### config.mk
export PLATFORM = sky130hd
export DESIGN_NAME = ultrasonic_range_median_filter
export DESIGN_NICKNAME = d
export VERILOG_FILES = /design/src/rtl/core/urmf_pkg.sv /design/src/rtl/core/urmf_convert.sv /design/src/rtl/core/urmf_filter.sv /design/src/rtl/core/ultrasonic_range_median_filter.sv
export SDC_FILE = /design/constraint.sdc
export NUM_CORES = 1
export LEC_CHECK = 0
export BUFFER_PORTS_ARGS = -buffer_cell sky130_fd_sc_hd__buf_4
export CAP_MARGIN = 10
export CELL_PAD_IN_SITES_DETAIL_PLACEMENT = 1
export CELL_PAD_IN_SITES_GLOBAL_PLACEMENT = 2
export CORE_MARGIN = 5
export CORE_UTILIZATION = 43
export DETAILED_ROUTE_END_ITERATION = 8
export PLACE_DENSITY_LB_ADDON = 0.1
export SYNTH_ARGS = -nofsm -noshare
export SYNTH_HDL_FRONTEND = slang
export SYNTH_SLANG_ARGS = --single-unit
### constraint.sdc
create_clock -name aclk -period 15.29 [get_ports aclk]
set_input_delay 2.2935 -clock aclk [delete_from_list [all_inputs] [get_ports aclk]]
set_output_delay 2.2935 -clock aclk [all_outputs]
set_load 0.1 [all_outputs]
### src/rtl/core/urmf_pkg.sv
// shared types and constants for the ultrasonic range median filter
`timescale 1ns / 1ps

package urmf_pkg;

    // field widths
    localparam int ECHO_W = 15;
    localparam int DIST_W = 16;
    localparam int KEY_W  = DIST_W + 1;
    localparam int SUM_W  = 19;
    localparam int MUL_W  = 17;
    localparam int PROD_W = ECHO_W + MUL_W;

    // echo time to distance: 0.0343 / 2 * 64 in 1.16 fixed point, round half up
    localparam logic [MUL_W-1:0]  DIST_MUL   = 17'd71932;
    localparam int                DIST_SHIFT = 16;
    localparam logic [PROD_W-1:0] DIST_ROUND = PROD_W'(1) << (DIST_SHIFT - 1);

    // default range limit, 80 cm
    localparam logic [DIST_W-1:0] MAX_DISTANCE_RESET = 16'd5120;

    // history ring
    localparam int                SLOTS     = 3;
    localparam int                SLOT_W    = 2;
    localparam logic [SLOT_W-1:0] SLOT_LAST = SLOT_W'(SLOTS - 1);

    // calibration sequence
    localparam int           CNT_W       = 4;
    localparam int           PRIME_W     = 2;
    localparam logic [CNT_W-1:0]   CAL_SAMPLES = 4'd10;
    localparam logic [CNT_W-1:0]   CAL_LAST    = 4'd9;
    localparam logic [PRIME_W-1:0] PRIME_LAST  = 2'd2;
    localparam logic [SUM_W-1:0]   TRIM_ROUND  = 19'd4;
    localparam int                 TRIM_SHIFT  = 3;

    // item kind
    typedef enum logic {
        KIND_MEASURE = 1'b0,
        KIND_CAL     = 1'b1
    } kind_t;

    // converted reading handed from the conversion stage to the filter stage
    typedef struct packed {
        kind_t             kind;
        logic [DIST_W-1:0] distance;
        logic              ok;
    } conv_word_t;

endpackage

### src/rtl/core/urmf_convert.sv
// input register and echo time to distance conversion stage
`timescale 1ns / 1ps

module urmf_convert
    import urmf_pkg::*;
(
    input  logic              aclk,
    input  logic              aresetn,
    input  logic [DIST_W-1:0] max_distance,
    input  logic              s_valid,
    output logic              s_ready,
    input  logic              s_kind,
    input  logic [ECHO_W-1:0] s_echo_us,
    output logic              cv_valid,
    input  logic              cv_ready,
    output conv_word_t        cv_word
);

    logic              in_valid_reg, in_valid_next;
    kind_t             in_kind_reg;
    logic [ECHO_W-1:0] in_echo_reg;
    logic              cv_valid_reg, cv_valid_next;
    conv_word_t        cv_word_reg, cv_word_next;
    logic              cv_en;
    logic              in_en;
    logic [PROD_W-1:0] prod;
    logic [DIST_W-1:0] scaled_dist;

    // stage enables, each stage moves when the one after it has room
    assign cv_en   = !cv_valid_reg || cv_ready;
    assign in_en   = !in_valid_reg || cv_en;
    assign s_ready = in_en;

    assign in_valid_next = in_en ? s_valid : in_valid_reg;
    assign cv_valid_next = cv_en ? in_valid_reg : cv_valid_reg;

    // input register
    always_ff @(posedge aclk) begin
        if (!aresetn) begin
            in_valid_reg <= 1'b0;
        end else begin
            in_valid_reg <= in_valid_next;
        end
        if (s_valid && in_en) begin
            in_kind_reg <= kind_t'(s_kind);
            in_echo_reg <= s_echo_us;
        end
    end

    // scale and round, then range check
    always_comb begin
        prod = PROD_W'(in_echo_reg) * PROD_W'(DIST_MUL) + DIST_ROUND;
        scaled_dist = prod[PROD_W-1:DIST_SHIFT];
        cv_word_next.kind = in_kind_reg;
        cv_word_next.ok   = (in_echo_reg != '0) && (scaled_dist != '0) &&
                            (scaled_dist <= max_distance);
        cv_word_next.distance = cv_word_next.ok ? scaled_dist : '0;
    end

    // conversion register
    always_ff @(posedge aclk) begin
        if (!aresetn) begin
            cv_valid_reg <= 1'b0;
        end else begin
            cv_valid_reg <= cv_valid_next;
        end
        if (in_valid_reg && cv_en) begin
            cv_word_reg <= cv_word_next;
        end
    end

    assign cv_valid = cv_valid_reg;
    assign cv_word  = cv_word_reg;

endmodule

### src/rtl/core/urmf_filter.sv
// median-of-three history, calibration state and result register
`timescale 1ns / 1ps

module urmf_filter
    import urmf_pkg::*;
(
    input  logic              aclk,
    input  logic              aresetn,
    input  logic              cv_valid,
    output logic              cv_ready,
    input  conv_word_t        cv_word,
    output logic              m_valid,
    input  logic              m_ready,
    output logic [DIST_W-1:0] m_distance,
    output logic              m_distance_valid,
    output logic [DIST_W-1:0] m_baseline,
    output logic              m_baseline_valid
);

    // history ring
    logic                slot_full_reg [SLOTS];
    logic                slot_full_next[SLOTS];
    logic [DIST_W-1:0]   slot_val_reg  [SLOTS];
    logic [DIST_W-1:0]   slot_val_next [SLOTS];
    logic [SLOT_W-1:0]   write_slot_reg, write_slot_next;
    logic                filter_ready_reg, filter_ready_next;

    // calibration state
    logic [CNT_W-1:0]    cal_count_reg, cal_count_next;
    logic [PRIME_W-1:0]  prime_count_reg, prime_count_next;
    logic [DIST_W-1:0]   cal_min_reg, cal_min_next;
    logic [DIST_W-1:0]   cal_max_reg, cal_max_next;
    logic [SUM_W-1:0]    cal_sum_reg, cal_sum_next;
    logic [DIST_W-1:0]   baseline_reg, baseline_next;
    logic                baseline_ok_reg, baseline_ok_next;

    // result register
    logic                out_valid_reg, out_valid_next;
    logic [DIST_W-1:0]   out_dist_reg, out_dist_next;
    logic                out_dist_ok_reg, out_dist_ok_next;

    logic                advance;
    logic                store_en;
    logic                wrap;
    logic                collecting;
    logic [KEY_W-1:0]    key[SLOTS];
    logic [KEY_W-1:0]    med_key;
    logic                gt_ab, gt_bc, gt_ac;
    logic [SUM_W-1:0]    trimmed;

    assign cv_ready = !out_valid_reg || m_ready;
    assign advance  = cv_valid && cv_ready;

    assign wrap       = (write_slot_reg == SLOT_LAST);
    assign collecting = (cal_count_reg < CAL_SAMPLES);
    assign store_en   = cv_word.ok &&
                        ((cv_word.kind == KIND_MEASURE) || !collecting);

    // ring write and slot keys, empty slots sort lowest
    always_comb begin
        for (int i = 0; i < SLOTS; i++) begin
            if (store_en && (write_slot_reg == SLOT_W'(i))) begin
                slot_full_next[i] = 1'b1;
                slot_val_next[i]  = cv_word.distance;
            end else begin
                slot_full_next[i] = slot_full_reg[i];
                slot_val_next[i]  = slot_val_reg[i];
            end
            key[i] = slot_full_next[i] ? ({1'b0, slot_val_next[i]} + KEY_W'(1)) : '0;
        end
        if (store_en) begin
            write_slot_next = wrap ? '0 : write_slot_reg + SLOT_W'(1);
        end else begin
            write_slot_next = write_slot_reg;
        end
    end

    // median of three from three parallel compares
    always_comb begin
        gt_ab = key[0] > key[1];
        gt_bc = key[1] > key[2];
        gt_ac = key[0] > key[2];
        if (gt_ab) begin
            med_key = gt_bc ? key[1] : (gt_ac ? key[2] : key[0]);
        end else begin
            med_key = gt_ac ? key[0] : (gt_bc ? key[2] : key[1]);
        end
    end

    // measure, calibrate and prime handling
    always_comb begin
        filter_ready_next = filter_ready_reg;
        cal_count_next    = cal_count_reg;
        prime_count_next  = prime_count_reg;
        cal_min_next      = cal_min_reg;
        cal_max_next      = cal_max_reg;
        cal_sum_next      = cal_sum_reg;
        baseline_next     = baseline_reg;
        baseline_ok_next  = baseline_ok_reg;
        out_dist_next     = '0;
        out_dist_ok_next  = 1'b0;
        trimmed           = '0;

        case (cv_word.kind)
            KIND_MEASURE: begin
                if (cv_word.ok) begin
                    if (!filter_ready_reg && !wrap) begin
                        out_dist_next    = cv_word.distance;
                        out_dist_ok_next = 1'b1;
                    end else begin
                        filter_ready_next = 1'b1;
                        if (med_key != '0) begin
                            out_dist_next    = DIST_W'(med_key - KEY_W'(1));
                            out_dist_ok_next = 1'b1;
                        end
                    end
                end
            end
            KIND_CAL: begin
                out_dist_next    = cv_word.distance;
                out_dist_ok_next = cv_word.ok;
                if (collecting) begin
                    if (cv_word.ok) begin
                        // sample statistics
                        if (cal_count_reg == '0) begin
                            cal_min_next = cv_word.distance;
                            cal_max_next = cv_word.distance;
                            cal_sum_next = SUM_W'(cv_word.distance);
                        end else begin
                            if (cv_word.distance < cal_min_reg) begin
                                cal_min_next = cv_word.distance;
                            end
                            if (cv_word.distance > cal_max_reg) begin
                                cal_max_next = cv_word.distance;
                            end
                            cal_sum_next = cal_sum_reg + SUM_W'(cv_word.distance);
                        end
                        cal_count_next = cal_count_reg + CNT_W'(1);
                        // trimmed mean on the tenth sample
                        if (cal_count_reg == CAL_LAST) begin
                            trimmed = cal_sum_next - SUM_W'(cal_min_next)
                                      - SUM_W'(cal_max_next) + TRIM_ROUND;
                            baseline_next    = trimmed[TRIM_SHIFT +: DIST_W];
                            baseline_ok_next = 1'b1;
                            prime_count_next = '0;
                        end
                    end
                end else begin
                    // priming items count whether valid or not
                    if (prime_count_reg == PRIME_LAST) begin
                        filter_ready_next = 1'b1;
                        prime_count_next  = '0;
                        cal_count_next    = '0;
                    end else begin
                        prime_count_next = prime_count_reg + PRIME_W'(1);
                    end
                end
            end
            default: begin
                out_dist_next    = '0;
                out_dist_ok_next = 1'b0;
            end
        endcase
    end

    assign out_valid_next = advance ? 1'b1 : (m_ready ? 1'b0 : out_valid_reg);

    // state update on each word taken
    always_ff @(posedge aclk) begin
        if (!aresetn) begin
            for (int i = 0; i < SLOTS; i++) begin
                slot_full_reg[i] <= 1'b0;
            end
            write_slot_reg   <= '0;
            filter_ready_reg <= 1'b0;
            cal_count_reg    <= '0;
            prime_count_reg  <= '0;
            cal_min_reg      <= '0;
            cal_max_reg      <= '0;
            cal_sum_reg      <= '0;
            baseline_reg     <= '0;
            baseline_ok_reg  <= 1'b0;
            out_valid_reg    <= 1'b0;
        end else begin
            out_valid_reg <= out_valid_next;
            if (advance) begin
                for (int i = 0; i < SLOTS; i++) begin
                    slot_full_reg[i] <= slot_full_next[i];
                end
                write_slot_reg   <= write_slot_next;
                filter_ready_reg <= filter_ready_next;
                cal_count_reg    <= cal_count_next;
                prime_count_reg  <= prime_count_next;
                cal_min_reg      <= cal_min_next;
                cal_max_reg      <= cal_max_next;
                cal_sum_reg      <= cal_sum_next;
                baseline_reg     <= baseline_next;
                baseline_ok_reg  <= baseline_ok_next;
            end
        end
        if (advance) begin
            for (int i = 0; i < SLOTS; i++) begin
                slot_val_reg[i] <= slot_val_next[i];
            end
            out_dist_reg    <= out_dist_next;
            out_dist_ok_reg <= out_dist_ok_next;
        end
    end

    assign m_valid          = out_valid_reg;
    assign m_distance       = out_dist_reg;
    assign m_distance_valid = out_dist_ok_reg;
    assign m_baseline       = baseline_reg;
    assign m_baseline_valid = baseline_ok_reg;

    // priming only runs once ten samples are in
    assert property (@(posedge aclk) disable iff (!aresetn)
        (prime_count_reg != '0) |-> (cal_count_reg == CAL_SAMPLES))
        else $error("priming count set outside the priming phase");

    // a calibration, once done, is never lost
    assert property (@(posedge aclk) disable iff (!aresetn)
        baseline_ok_reg |=> baseline_ok_reg)
        else $error("baseline valid dropped");

    // ring state only moves when a word is taken into the result register
    assert property (@(posedge aclk) disable iff (!aresetn)
        (out_valid_reg && !m_ready) |=> ($stable(write_slot_reg) && $stable(cal_count_reg)))
        else $error("filter state changed while result stalled");

    // an invalid result carries a zero distance
    assert property (@(posedge aclk) disable iff (!aresetn)
        (out_valid_reg && !out_dist_ok_reg) |-> (out_dist_reg == '0))
        else $error("invalid result with nonzero distance");

endmodule

### src/rtl/core/ultrasonic_range_median_filter.sv
// top level of the ultrasonic range median filter
//
//  port group   direction  handshake          payload
//  s_           in         s_valid/s_ready    s_kind, s_echo_us
//  m_           out        m_valid/m_ready    m_distance, m_distance_valid,
//                                             m_baseline, m_baseline_valid
//  cfg_         in         cfg_wr_en          cfg_wr_data (max_distance)
//
// one word accepted per cycle unless an m_ready stall has filled the pipeline; each word gives exactly one result word
// a word passes through the input register, the conversion register (the one
// 15 x 17 multiplier) and the result register
// aresetn is synchronous, active low; it empties the pipeline and history
// ring and restores the range limit to 80 cm
// a stall on m_ready holds every stage; s_ready drops only when all are full
`timescale 1ns / 1ps

module ultrasonic_range_median_filter
    import urmf_pkg::*;
(
    input  logic              aclk,
    input  logic              aresetn,
    input  logic              cfg_wr_en,
    input  logic [DIST_W-1:0] cfg_wr_data,
    input  logic              s_valid,
    output logic              s_ready,
    input  logic              s_kind,
    input  logic [ECHO_W-1:0] s_echo_us,
    output logic              m_valid,
    input  logic              m_ready,
    output logic [DIST_W-1:0] m_distance,
    output logic              m_distance_valid,
    output logic [DIST_W-1:0] m_baseline,
    output logic              m_baseline_valid
);

    logic [DIST_W-1:0] max_distance_reg;
    logic              cv_valid;
    logic              cv_ready;
    conv_word_t        cv_word;

    // range limit register
    always_ff @(posedge aclk) begin
        if (!aresetn) begin
            max_distance_reg <= MAX_DISTANCE_RESET;
        end else if (cfg_wr_en) begin
            max_distance_reg <= cfg_wr_data;
        end
    end

    // input and conversion stages
    urmf_convert u_convert (
        .aclk         (aclk),
        .aresetn      (aresetn),
        .max_distance (max_distance_reg),
        .s_valid      (s_valid),
        .s_ready      (s_ready),
        .s_kind       (s_kind),
        .s_echo_us    (s_echo_us),
        .cv_valid     (cv_valid),
        .cv_ready     (cv_ready),
        .cv_word      (cv_word)
    );

    // filter, calibration and result register
    urmf_filter u_filter (
        .aclk             (aclk),
        .aresetn          (aresetn),
        .cv_valid         (cv_valid),
        .cv_ready         (cv_ready),
        .cv_word          (cv_word),
        .m_valid          (m_valid),
        .m_ready          (m_ready),
        .m_distance       (m_distance),
        .m_distance_valid (m_distance_valid),
        .m_baseline       (m_baseline),
        .m_baseline_valid (m_baseline_valid)
    );

endmodule

==> impl_metrics.json, run 1 <==
{
  "status": "complete, no violations",
  "cts_buffers": 17,
  "synth_ff_type": "edfxtp_1",
  "worstSetupPathType": "flip-flop to flip-flop",
  "htreeDepth": 4,
  "core_area_um2": 45400,
  "max_stage_delay_ns": 0.88,
  "path_buf_inv": 6,
  "synth_warnings": 0,
  "fmax_ghz": 0.108,
  "grt_setup_unrepaired": "no",
  "setup-tns-final_ns": 0,
  "die_area_um2": 50300,
  "grt_pass1_wl_um": 102000,
  "syn_area_per_cell_um2": 8.59,
  "synth_cell_types": 86,
  "cts_hold_buf": 0,
  "clk_pin_slew_ns": 0.08,
  "drv_slew": 0,
  "dieWidth_um": 224,
  "dp_hpwl_um": 51100,
  "route.vias.total": 16800,
  "rrSetupSlack_ns": 6.01,
  "nets": 2736,
  "hold_violations": 0,
  "post_drt_wl_per_cell_um": 22.0,
  "track_usage_pct": 25.9,
  "cts_tree": "built",
  "cp-start-kind": "flip-flop",
  "yosys-top-cells-area": "ha_1 17%, edfxtp_1 16%, dfxtp_1 9.7%",
  "clock_latency_ns": 0.50,
  "viasPerCell": 5.70,
  "fin_crit_ns": 9.28,
  "drtPass1Iterations": 5,
  "drive_gt1_share_pct": 7.99,
  "grt.overflow.total": 0,
  "area_growth_pct": 9.35,
  "final_common_cell": "inv_1",
  "diodes": 0,
  "cts_resized": 0,
  "grt_start_max_net_pins": 72,
  "cp_data_arrival_time_ns": 9.54,
  "finClkSkew_ns": 0.0151,
  "die_height_um": 224,
  "start_util_pct": 43.5,
  "maxSlewHeadroom_pct": 19.3,
  "portBuffers": 72,
  "drt_iter0_drc": 860,
  "rows": 78,
  "drv_cap": 0,
  "ys_seq_elements": 198,
  "largest_register_ffs": 48,
  "synth_top_cell_area_share_pct": 17.5,
  "place_congestion": 1.00,
  "path_delay_family": "adder cells",
  "ioPinCount": 73,
  "holdWs_ns": 0.464,
  "hp-class": "flip-flop to flip-flop",
  "syn_nets": 2695,
  "routed_wirelength_um": 64900,
  "seq_area_frac_synth_pct": 25.2,
  "cts_root_buf": "clkbuf_16",
  "setup_viol": 0,
  "crit_fanout": 15,
  "dp_slack_ns": 6.10,
  "drc_errors": 0,
  "clock_sinks": 198,
  "syn_inst": 2299,
  "critPathCaptureType": "flip-flop",
  "cts_setup_buffers": 0,
  "fin_ws_ns": 6.01,
  "yosysTopAreaCell": "ha_1",
  "worstPathRequired_ns": 15.54,
  "synthArstFlopShare_pct": 0,
  "cp_common_cell": "inv_1",
  "clock_path_buffers": 2,
  "crit_slowest_cell": "o22ai_1",
  "postRouteAntennaNets": 0,
  "synth_area_um2": 19700,
  "tightest_slew_ns": 1.21,
  "final_cell_mix": "280 x inv_1, 276 x ha_1, 221 x nand2_1",
  "grt_pass1_vias": 17800,
  "synth_edf_count": 102,
  "min_period_over_period_pct": 60.7,
  "antenna_found_initial": 1
}
## cell type report
class,count,area (um2)
inverters,284,1070
clock buffers,18,450
fillers,5396,23800
flip-flops and latches,198,4980
well taps,600,751
repair buffers,108,811
multi-input cells,1731,13400
clock inverters,14,145
## tightest hold or removal path, delay by kind of cell (launching register included)
family          cells  cell delay (ns)
compound gates      1             0.05
flops               1             0.32
simple gates        1             0.05
## cell families after synthesis
| group | share of synthesized area, % |
|---|---|
| and+or+nand+nor | 17.3 |
| AOI/OAI and AO/OA | 15.4 |
| buffers and inverters | 7.25 |
| adders and majority gates | 25.9 |
| DFF | 25.2 |
| xor gates and xnor gates | 5.37 |
| muxes | 3.51 |
## cells in the mapped netlist, drive strengths merged, types with 20 or more instances
cell type,count
a211oi,27
a21o,40
a21oi,134
buf,22
clkbuf,64
dfxtp,96
edfxtp,102
fa,83
ha,276
inv,282
mux2i,58
nand2,221
nand3,66
nand4,39
nor2,203
nor2b,23
nor3,50
o211ai,20
o21ai,96
xnor2,72
xor2,49
## per-layer routing
layer,routed length [um],GRT usage [%],part of all wire [%]
met5,0,0,0
met4,2510,10.1,3.9
met3,1920,3.20,3.0
met2,31100,44.9,48
met1,29300,33.1,45
## stage by stage
| stage | utilization, % | instance area, um2 | cells |
|---|---|---|---|
| floorplan | - | 19700 | 2299 |
| global placement | 46.3 | 21000 | 2921 |
| detailed placement | 46.3 | 21000 | 2921 |
| CTS | 47.6 | 21600 | 2953 |
| global route | 47.6 | 21600 | 2953 |
| finish | 47.6 | 21600 | 2953 |
## worst paths after layout
path | from | endpoint | depth (start not counted)
worst max-delay path | u_convert.in_echo_reg[10]$_DFFE_PP_ | u_convert.cv_word[11]$_SDFFCE_PN0P_ | 28
worst min-delay path | u_filter.m_baseline[11]$_SDFFE_PN0P_ | u_filter.m_baseline[11]$_SDFFE_PN0P_ | 2
worst max register to register | u_convert.in_echo_reg[10]$_DFFE_PP_ | u_convert.cv_word[11]$_SDFFCE_PN0P_ | 28
worst min register to register | u_filter.m_baseline[11]$_SDFFE_PN0P_ | u_filter.m_baseline[11]$_SDFFE_PN0P_ | 2
Power of run 1 is left out: the tool's default activity adds up to more than one toggle a clock period on the data nets, which glitch-free logic cannot reach.
==> run 2: changes to the inputs <==
--- a/config.mk
+++ b/config.mk
@@ -10,7 +10,7 @@
 export CELL_PAD_IN_SITES_DETAIL_PLACEMENT = 1
 export CELL_PAD_IN_SITES_GLOBAL_PLACEMENT = 2
 export CORE_MARGIN = 5
-export CORE_UTILIZATION = 43
+export CORE_UTILIZATION = 36
 export DETAILED_ROUTE_END_ITERATION = 8
 export PLACE_DENSITY_LB_ADDON = 0.1
 export SYNTH_ARGS = -nofsm -noshare
==> constraint.sdc (replaced) <==
create_clock -name aclk -period 7.55 [get_ports aclk]
set_input_delay 1.1325 -clock aclk [delete_from_list [all_inputs] [get_ports aclk]]
set_output_delay 1.1325 -clock aclk [all_outputs]
set_load 0.1 [all_outputs]
==> impl_metrics.json, run 2 (same netlist as run 1, synthesis figures left out) <==
{
  "postRouteAntennaNets": 0,
  "clock_sinks": 198,
  "crit_fanout": 5,
  "max_stage_delay_ns": 0.60,
  "cp-startpoint": "u_convert.in_echo_reg[10]$_DFFE_PP_",
  "path_depth": 29,
  "clock_path_buffers": 2,
  "core_area_um2": 54100,
  "die_height_um": 244,
  "cts_tree": "built",
  "placed_area_um2": 22000,
  "cts_hold_buf": 0,
  "fmax_ghz": 0.131,
  "nets": 2878,
  "final_cell_mix": "269 x inv_1, 264 x ha_1, 242 x buf_4",
  "routed_wirelength_um": 69300,
  "maxSlewHeadroom_pct": 19.6,
  "violations": "negative setup slack",
  "critPathCaptureType": "flip-flop",
  "fin_crit_ns": 7.62,
  "start_util_pct": 36.5,
  "worstPathRequired_ns": 7.91,
  "worstSetupPathType": "flip-flop to flip-flop",
  "cts_root_buf": "clkbuf_16",
  "area_growth_pct": 18.5,
  "rrSetupSlack_ns": -0.07,
  "ioPinCount": 73,
  "rr_worst_depth": 29,
  "drive_gt1_share_pct": 16.7,
  "viasPerCell": 5.43,
  "grt_pass1_vias": 18000,
  "tightest_slew_ns": 1.20,
  "cp_data_arrival_time_ns": 7.98,
  "track_usage_pct": 23.0,
  "route.vias.total": 17300,
  "path_buf_inv": 6,
  "final_common_cell": "inv_1",
  "dp_slack_ns": -0.412,
  "place_congestion": 0.906,
  "endpoint": "u_convert.cv_word[10]$_SDFFCE_PN0P_",
  "dp_hpwl_um": 55400,
  "hp-class": "flip-flop to flip-flop",
  "diodes": 0,
  "post-route-util_pct": 43.2,
  "crit_slowest_cell": "fa_1",
  "hold_violations": 0,
  "rr_startpoint": "u_convert.in_echo_reg[10]$_DFFE_PP_",
  "min_period_over_period_pct": 101,
  "largest_register_ffs": 48,
  "finClkSkew_ns": 0.0182,
  "antenna_found_initial": 0,
  "drv_slew": 0,
  "status": "finished, violations left",
  "drt_iter0_drc": 873,
  "grt_setup_unrepaired": "yes",
  "drv_cap": 0,
  "cp-start-kind": "flip-flop",
  "cts_buffers": 17,
  "dieWidth_um": 244,
  "die_area_um2": 59600,
  "r2r_end": "u_convert.cv_word[10]$_SDFFCE_PN0P_",
  "setup-tns-final_ns": -0.513,
  "grt_start_max_net_pins": 70,
  "setup_viol": 15,
  "htreeDepth": 4,
  "fill_cells": 6343,
  "clock_latency_ns": 0.50,
  "path_delay_family": "adder cells",
  "drtPass1Iterations": 5,
  "portBuffers": 72,
  "post_drt_wl_per_cell_um": 21.7,
  "fin_ws_ns": -0.0736,
  "grt_pass1_wl_um": 107000,
  "grt.overflow.total": 0,
  "drc_errors": 0,
  "final_area_um2": 23400,
  "rows": 85,
  "clk_pin_slew_ns": 0.09,
  "cp_common_cell": "fa_1"
}
==> run 2: cell types whose count changed in the layout (fill, tap and decap cells not counted), moves of 8 or more <==
| cell | before | now |
|---|---|---|
| buf_4 | 108 | 242 |
| inv_1 | 280 | 269 |
| ha_1 | 276 | 264 |
| ha_4 | 0 | 10 |
| inv_2 | 3 | 14 |
| buf_6 | 0 | 8 |
| nor2_1 | 200 | 192 |
==> run 2: how the worst min path moves through the flow <==
stage	start	to	slack (ns)	depth (start not counted)
after floorplan	u_convert.in_kind_reg$_DFFE_PP_	u_convert.cv_word[17]$_DFFE_PP_	0.40	0
after global placement	u_filter.m_baseline[13]$_SDFFE_PN0P_	u_filter.m_baseline[13]$_SDFFE_PN0P_	0.44	2
after detailed placement	u_filter.m_baseline[13]$_SDFFE_PN0P_	u_filter.m_baseline[13]$_SDFFE_PN0P_	0.45	2
after CTS	u_filter.m_baseline[13]$_SDFFE_PN0P_	u_filter.m_baseline[13]$_SDFFE_PN0P_	0.47	2
after global routing	u_filter.m_baseline[13]$_SDFFE_PN0P_	u_filter.m_baseline[13]$_SDFFE_PN0P_	0.49	2
final	u_filter.m_baseline[13]$_SDFFE_PN0P_	u_filter.m_baseline[13]$_SDFFE_PN0P_	0.46	2
==> run 2: metal layers <==
layer	wire length [um]	part of all wire, %	GRT usage, %	vias to the layer above
met3	2460	3.6	3.07	81
met4	2050	3.0	7.72	0
li1	-	-	-	8380
met1	33300	48	32.2	8546
met2	31500	45	36.8	312
met5	0	0	0	-
==> run 2: final cells by class <==
type / instances / area (um2) / area share, %
multi-input combinational: 1731 / 14000 / 59.8
sequential: 198 / 4980 / 21.3
timing repair buffer: 250 / 1910 / 8.15
inverter: 284 / 1070 / 4.55
tap: 696 / 871 / 3.72
clock buffer: 17 / 425 / 1.82
clock inverter: 15 / 159 / 0.679
==> run 2: stage by stage <==
stage | hold WS [ns] | cells
after floorplan | 0.400 | 2299
after global placement | 0.441 | 3131
final | 0.464 | 3191
after global routing | 0.490 | 3191
after detailed placement | 0.453 | 3131
after CTS | 0.466 | 3179
==> run 2: worst register-to-register path, delay by kind of cell, from the launching register on <==
kind | cells | cell delay (ns)
xor gates and xnor gates | 1 | 0.21
adders and majority gates | 8 | 3.34
buffers and inverters | 6 | 0.66
DFF | 1 | 0.46
muxes | 1 | 0.34
AOI/OAI and AO/OA | 9 | 2.03
and+or+nand+nor | 4 | 0.43
==> run 2: repair_timing <==
| item | in CTS | in global routing |
|---|---|---|
| buffers inserted | 16 | 11 |
| pin swaps | 49 | 26 |
| resized for setup | 63 | 57 |
| endpoints found under the setup margin | 17 | 33 |
Power of run 2 is left out for the same reason.
==> run 3: changes to the inputs <==
--- a/config.mk
+++ b/config.mk
@@ -12,7 +12,7 @@
 export CORE_MARGIN = 5
 export CORE_UTILIZATION = 36
 export DETAILED_ROUTE_END_ITERATION = 8
-export PLACE_DENSITY_LB_ADDON = 0.1
+export PLACE_DENSITY_LB_ADDON = 0.2
 export SYNTH_ARGS = -nofsm -noshare
 export SYNTH_HDL_FRONTEND = slang
 export SYNTH_SLANG_ARGS = --single-unit
==> impl_metrics.json, run 3 (same netlist as run 1, synthesis figures left out) <==
{
  "status": "finished, violations left",
  "viasPerCell": 5.41,
  "diodes": 0,
  "final_cell_mix": "273 x inv_1, 263 x ha_1, 262 x buf_4",
  "grt_pass1_vias": 18300,
  "setup_viol": 16,
  "fill_cells": 6314,
  "cp_data_arrival_time_ns": 8.03,
  "rows": 85,
  "maxSlewHeadroom_pct": 28.3,
  "clk_pin_slew_ns": 0.09,
  "dieWidth_um": 244,
  "die_height_um": 244,
  "drv_cap": 0,
  "cts_tree": "built",
  "path_buf_inv": 5,
  "area_growth_pct": 19.0,
  "clock_path_buffers": 2,
  "start_util_pct": 36.5,
  "finClkSkew_ns": 0.0179,
  "fin_ws_ns": -0.114,
  "route.vias.total": 17400,
  "max_stage_delay_ns": 0.58,
  "hold_violations": 0,
  "grt.overflow.total": 0,
  "core_area_um2": 54100,
  "clock_sinks": 198,
  "cts_buffers": 17,
  "place_congestion": 0.928,
  "fin_crit_ns": 7.66,
  "crit_slowest_cell": "fa_1",
  "antenna_found_initial": 1,
  "clock_latency_ns": 0.50,
  "path_depth": 32,
  "portBuffers": 72,
  "fmax_ghz": 0.130,
  "die_area_um2": 59600,
  "rr_worst_depth": 32,
  "drive_gt1_share_pct": 16.6,
  "holdWs_ns": 0.459,
  "post-route-util_pct": 43.4,
  "setup-tns-final_ns": -1.29,
  "htreeDepth": 4,
  "postRouteAntennaNets": 0,
  "cp-start-kind": "flip-flop",
  "grt_setup_unrepaired": "yes",
  "critPathCaptureType": "flip-flop",
  "drv_slew": 0,
  "post_drt_wl_per_cell_um": 21.4,
  "grt_start_max_net_pins": 71,
  "min_period_over_period_pct": 102,
  "crit_fanout": 6,
  "ioPinCount": 73,
  "track_usage_pct": 22.9,
  "path_delay_family": "adder cells",
  "violations": "negative setup slack",
  "grt_pass1_wl_um": 107000,
  "nets": 2898,
  "final_common_cell": "inv_1",
  "multiInputGateArea_um2": 13900,
  "largest_register_ffs": 48,
  "drtPass1Iterations": 7,
  "ff_latch_area_um2": 4980,
  "hp-class": "flip-flop to flip-flop",
  "dp_slack_ns": -0.487,
  "worstSetupPathType": "flip-flop to flip-flop",
  "drc_errors": 0,
  "dp_hpwl_um": 55000,
  "tightest_slew_ns": 1.07,
  "routed_wirelength_um": 68600,
  "cp_common_cell": "fa_1",
  "hold-path-cell-count": 2,
  "cts_root_buf": "clkbuf_16",
  "drt_iter0_drc": 738,
  "worstPathRequired_ns": 7.91
}
==> run 3: cell types whose count changed in the layout (fill, tap and decap cells not counted), moves of 3 or more <==
cell / before / now
inv_2: 14 / 10
buf_4: 242 / 262
inv_12: 1 / 4
o21ai_2: 6 / 3
inv_1: 269 / 273
==> run 3: final timing paths <==
path / from / slack [ns] / endpoint
max reg2reg: u_convert.in_echo_reg[9]$_DFFE_PP_ / -0.11 / u_convert.cv_word[14]$_SDFFCE_PN0P_
max: u_convert.in_echo_reg[9]$_DFFE_PP_ / -0.11 / u_convert.cv_word[14]$_SDFFCE_PN0P_
min: u_filter.m_baseline[11]$_SDFFE_PN0P_ / 0.46 / u_filter.m_baseline[11]$_SDFFE_PN0P_
min reg2reg: u_filter.m_baseline[11]$_SDFFE_PN0P_ / 0.46 / u_filter.m_baseline[11]$_SDFFE_PN0P_
==> run 3: layout make-up <==
| class | instances | share of cell area, % |
|---|---|---|
| sequential | 198 | 21.2 |
| tap | 696 | 3.71 |
| multi-input combinational | 1731 | 59.1 |
| clock buffer | 17 | 1.81 |
| inverter | 284 | 4.54 |
| timing repair buffer | 270 | 8.79 |
| clock inverter | 15 | 0.841 |
==> run 3: worst register-to-register path, delay by kind of cell, from the launching register on <==
kind	cells	cell delay, ns
adder cells (fa/ha/maj)	9	3.58
flip-flops	1	0.42
XOR/XNOR	2	0.29
AO/OA/AOI/OAI	9	1.96
buffers and inverters	5	0.56
AND/OR/NAND/NOR	7	0.73
==> run 3: timing repair <==
item                       4_1_cts  5_1_grt
setup endpoints to repair       17       17
hold buffers                     0        0
hold endpoints to repair         0        0
pin swaps                       35       27
resized for setup               52       39
setup buffers                    7        5
gates cloned                     0        0
==> run 3: metal layers <==
layer	global-route usage [%]	wire length [um]	part of all wire [%]	vias to the layer above
met4	6.29	1650	2.4	2
met3	2.83	2190	3.2	71
met2	39.2	32900	48	270
met1	30.6	31900	47	8585
li1	-	-	-	8428
met5	0	13	0.019	-
==> run 3: metrics by stage <==
step,instance area [um2],instances
2_1_floorplan,19800,2299
3_5_place_dp,22300,3167
5_1_grt,23500,3211
4_1_cts,23300,3206
6_report,23500,3211
3_3_place_gp,22300,3167
Power of run 3 is left out for the same reason.
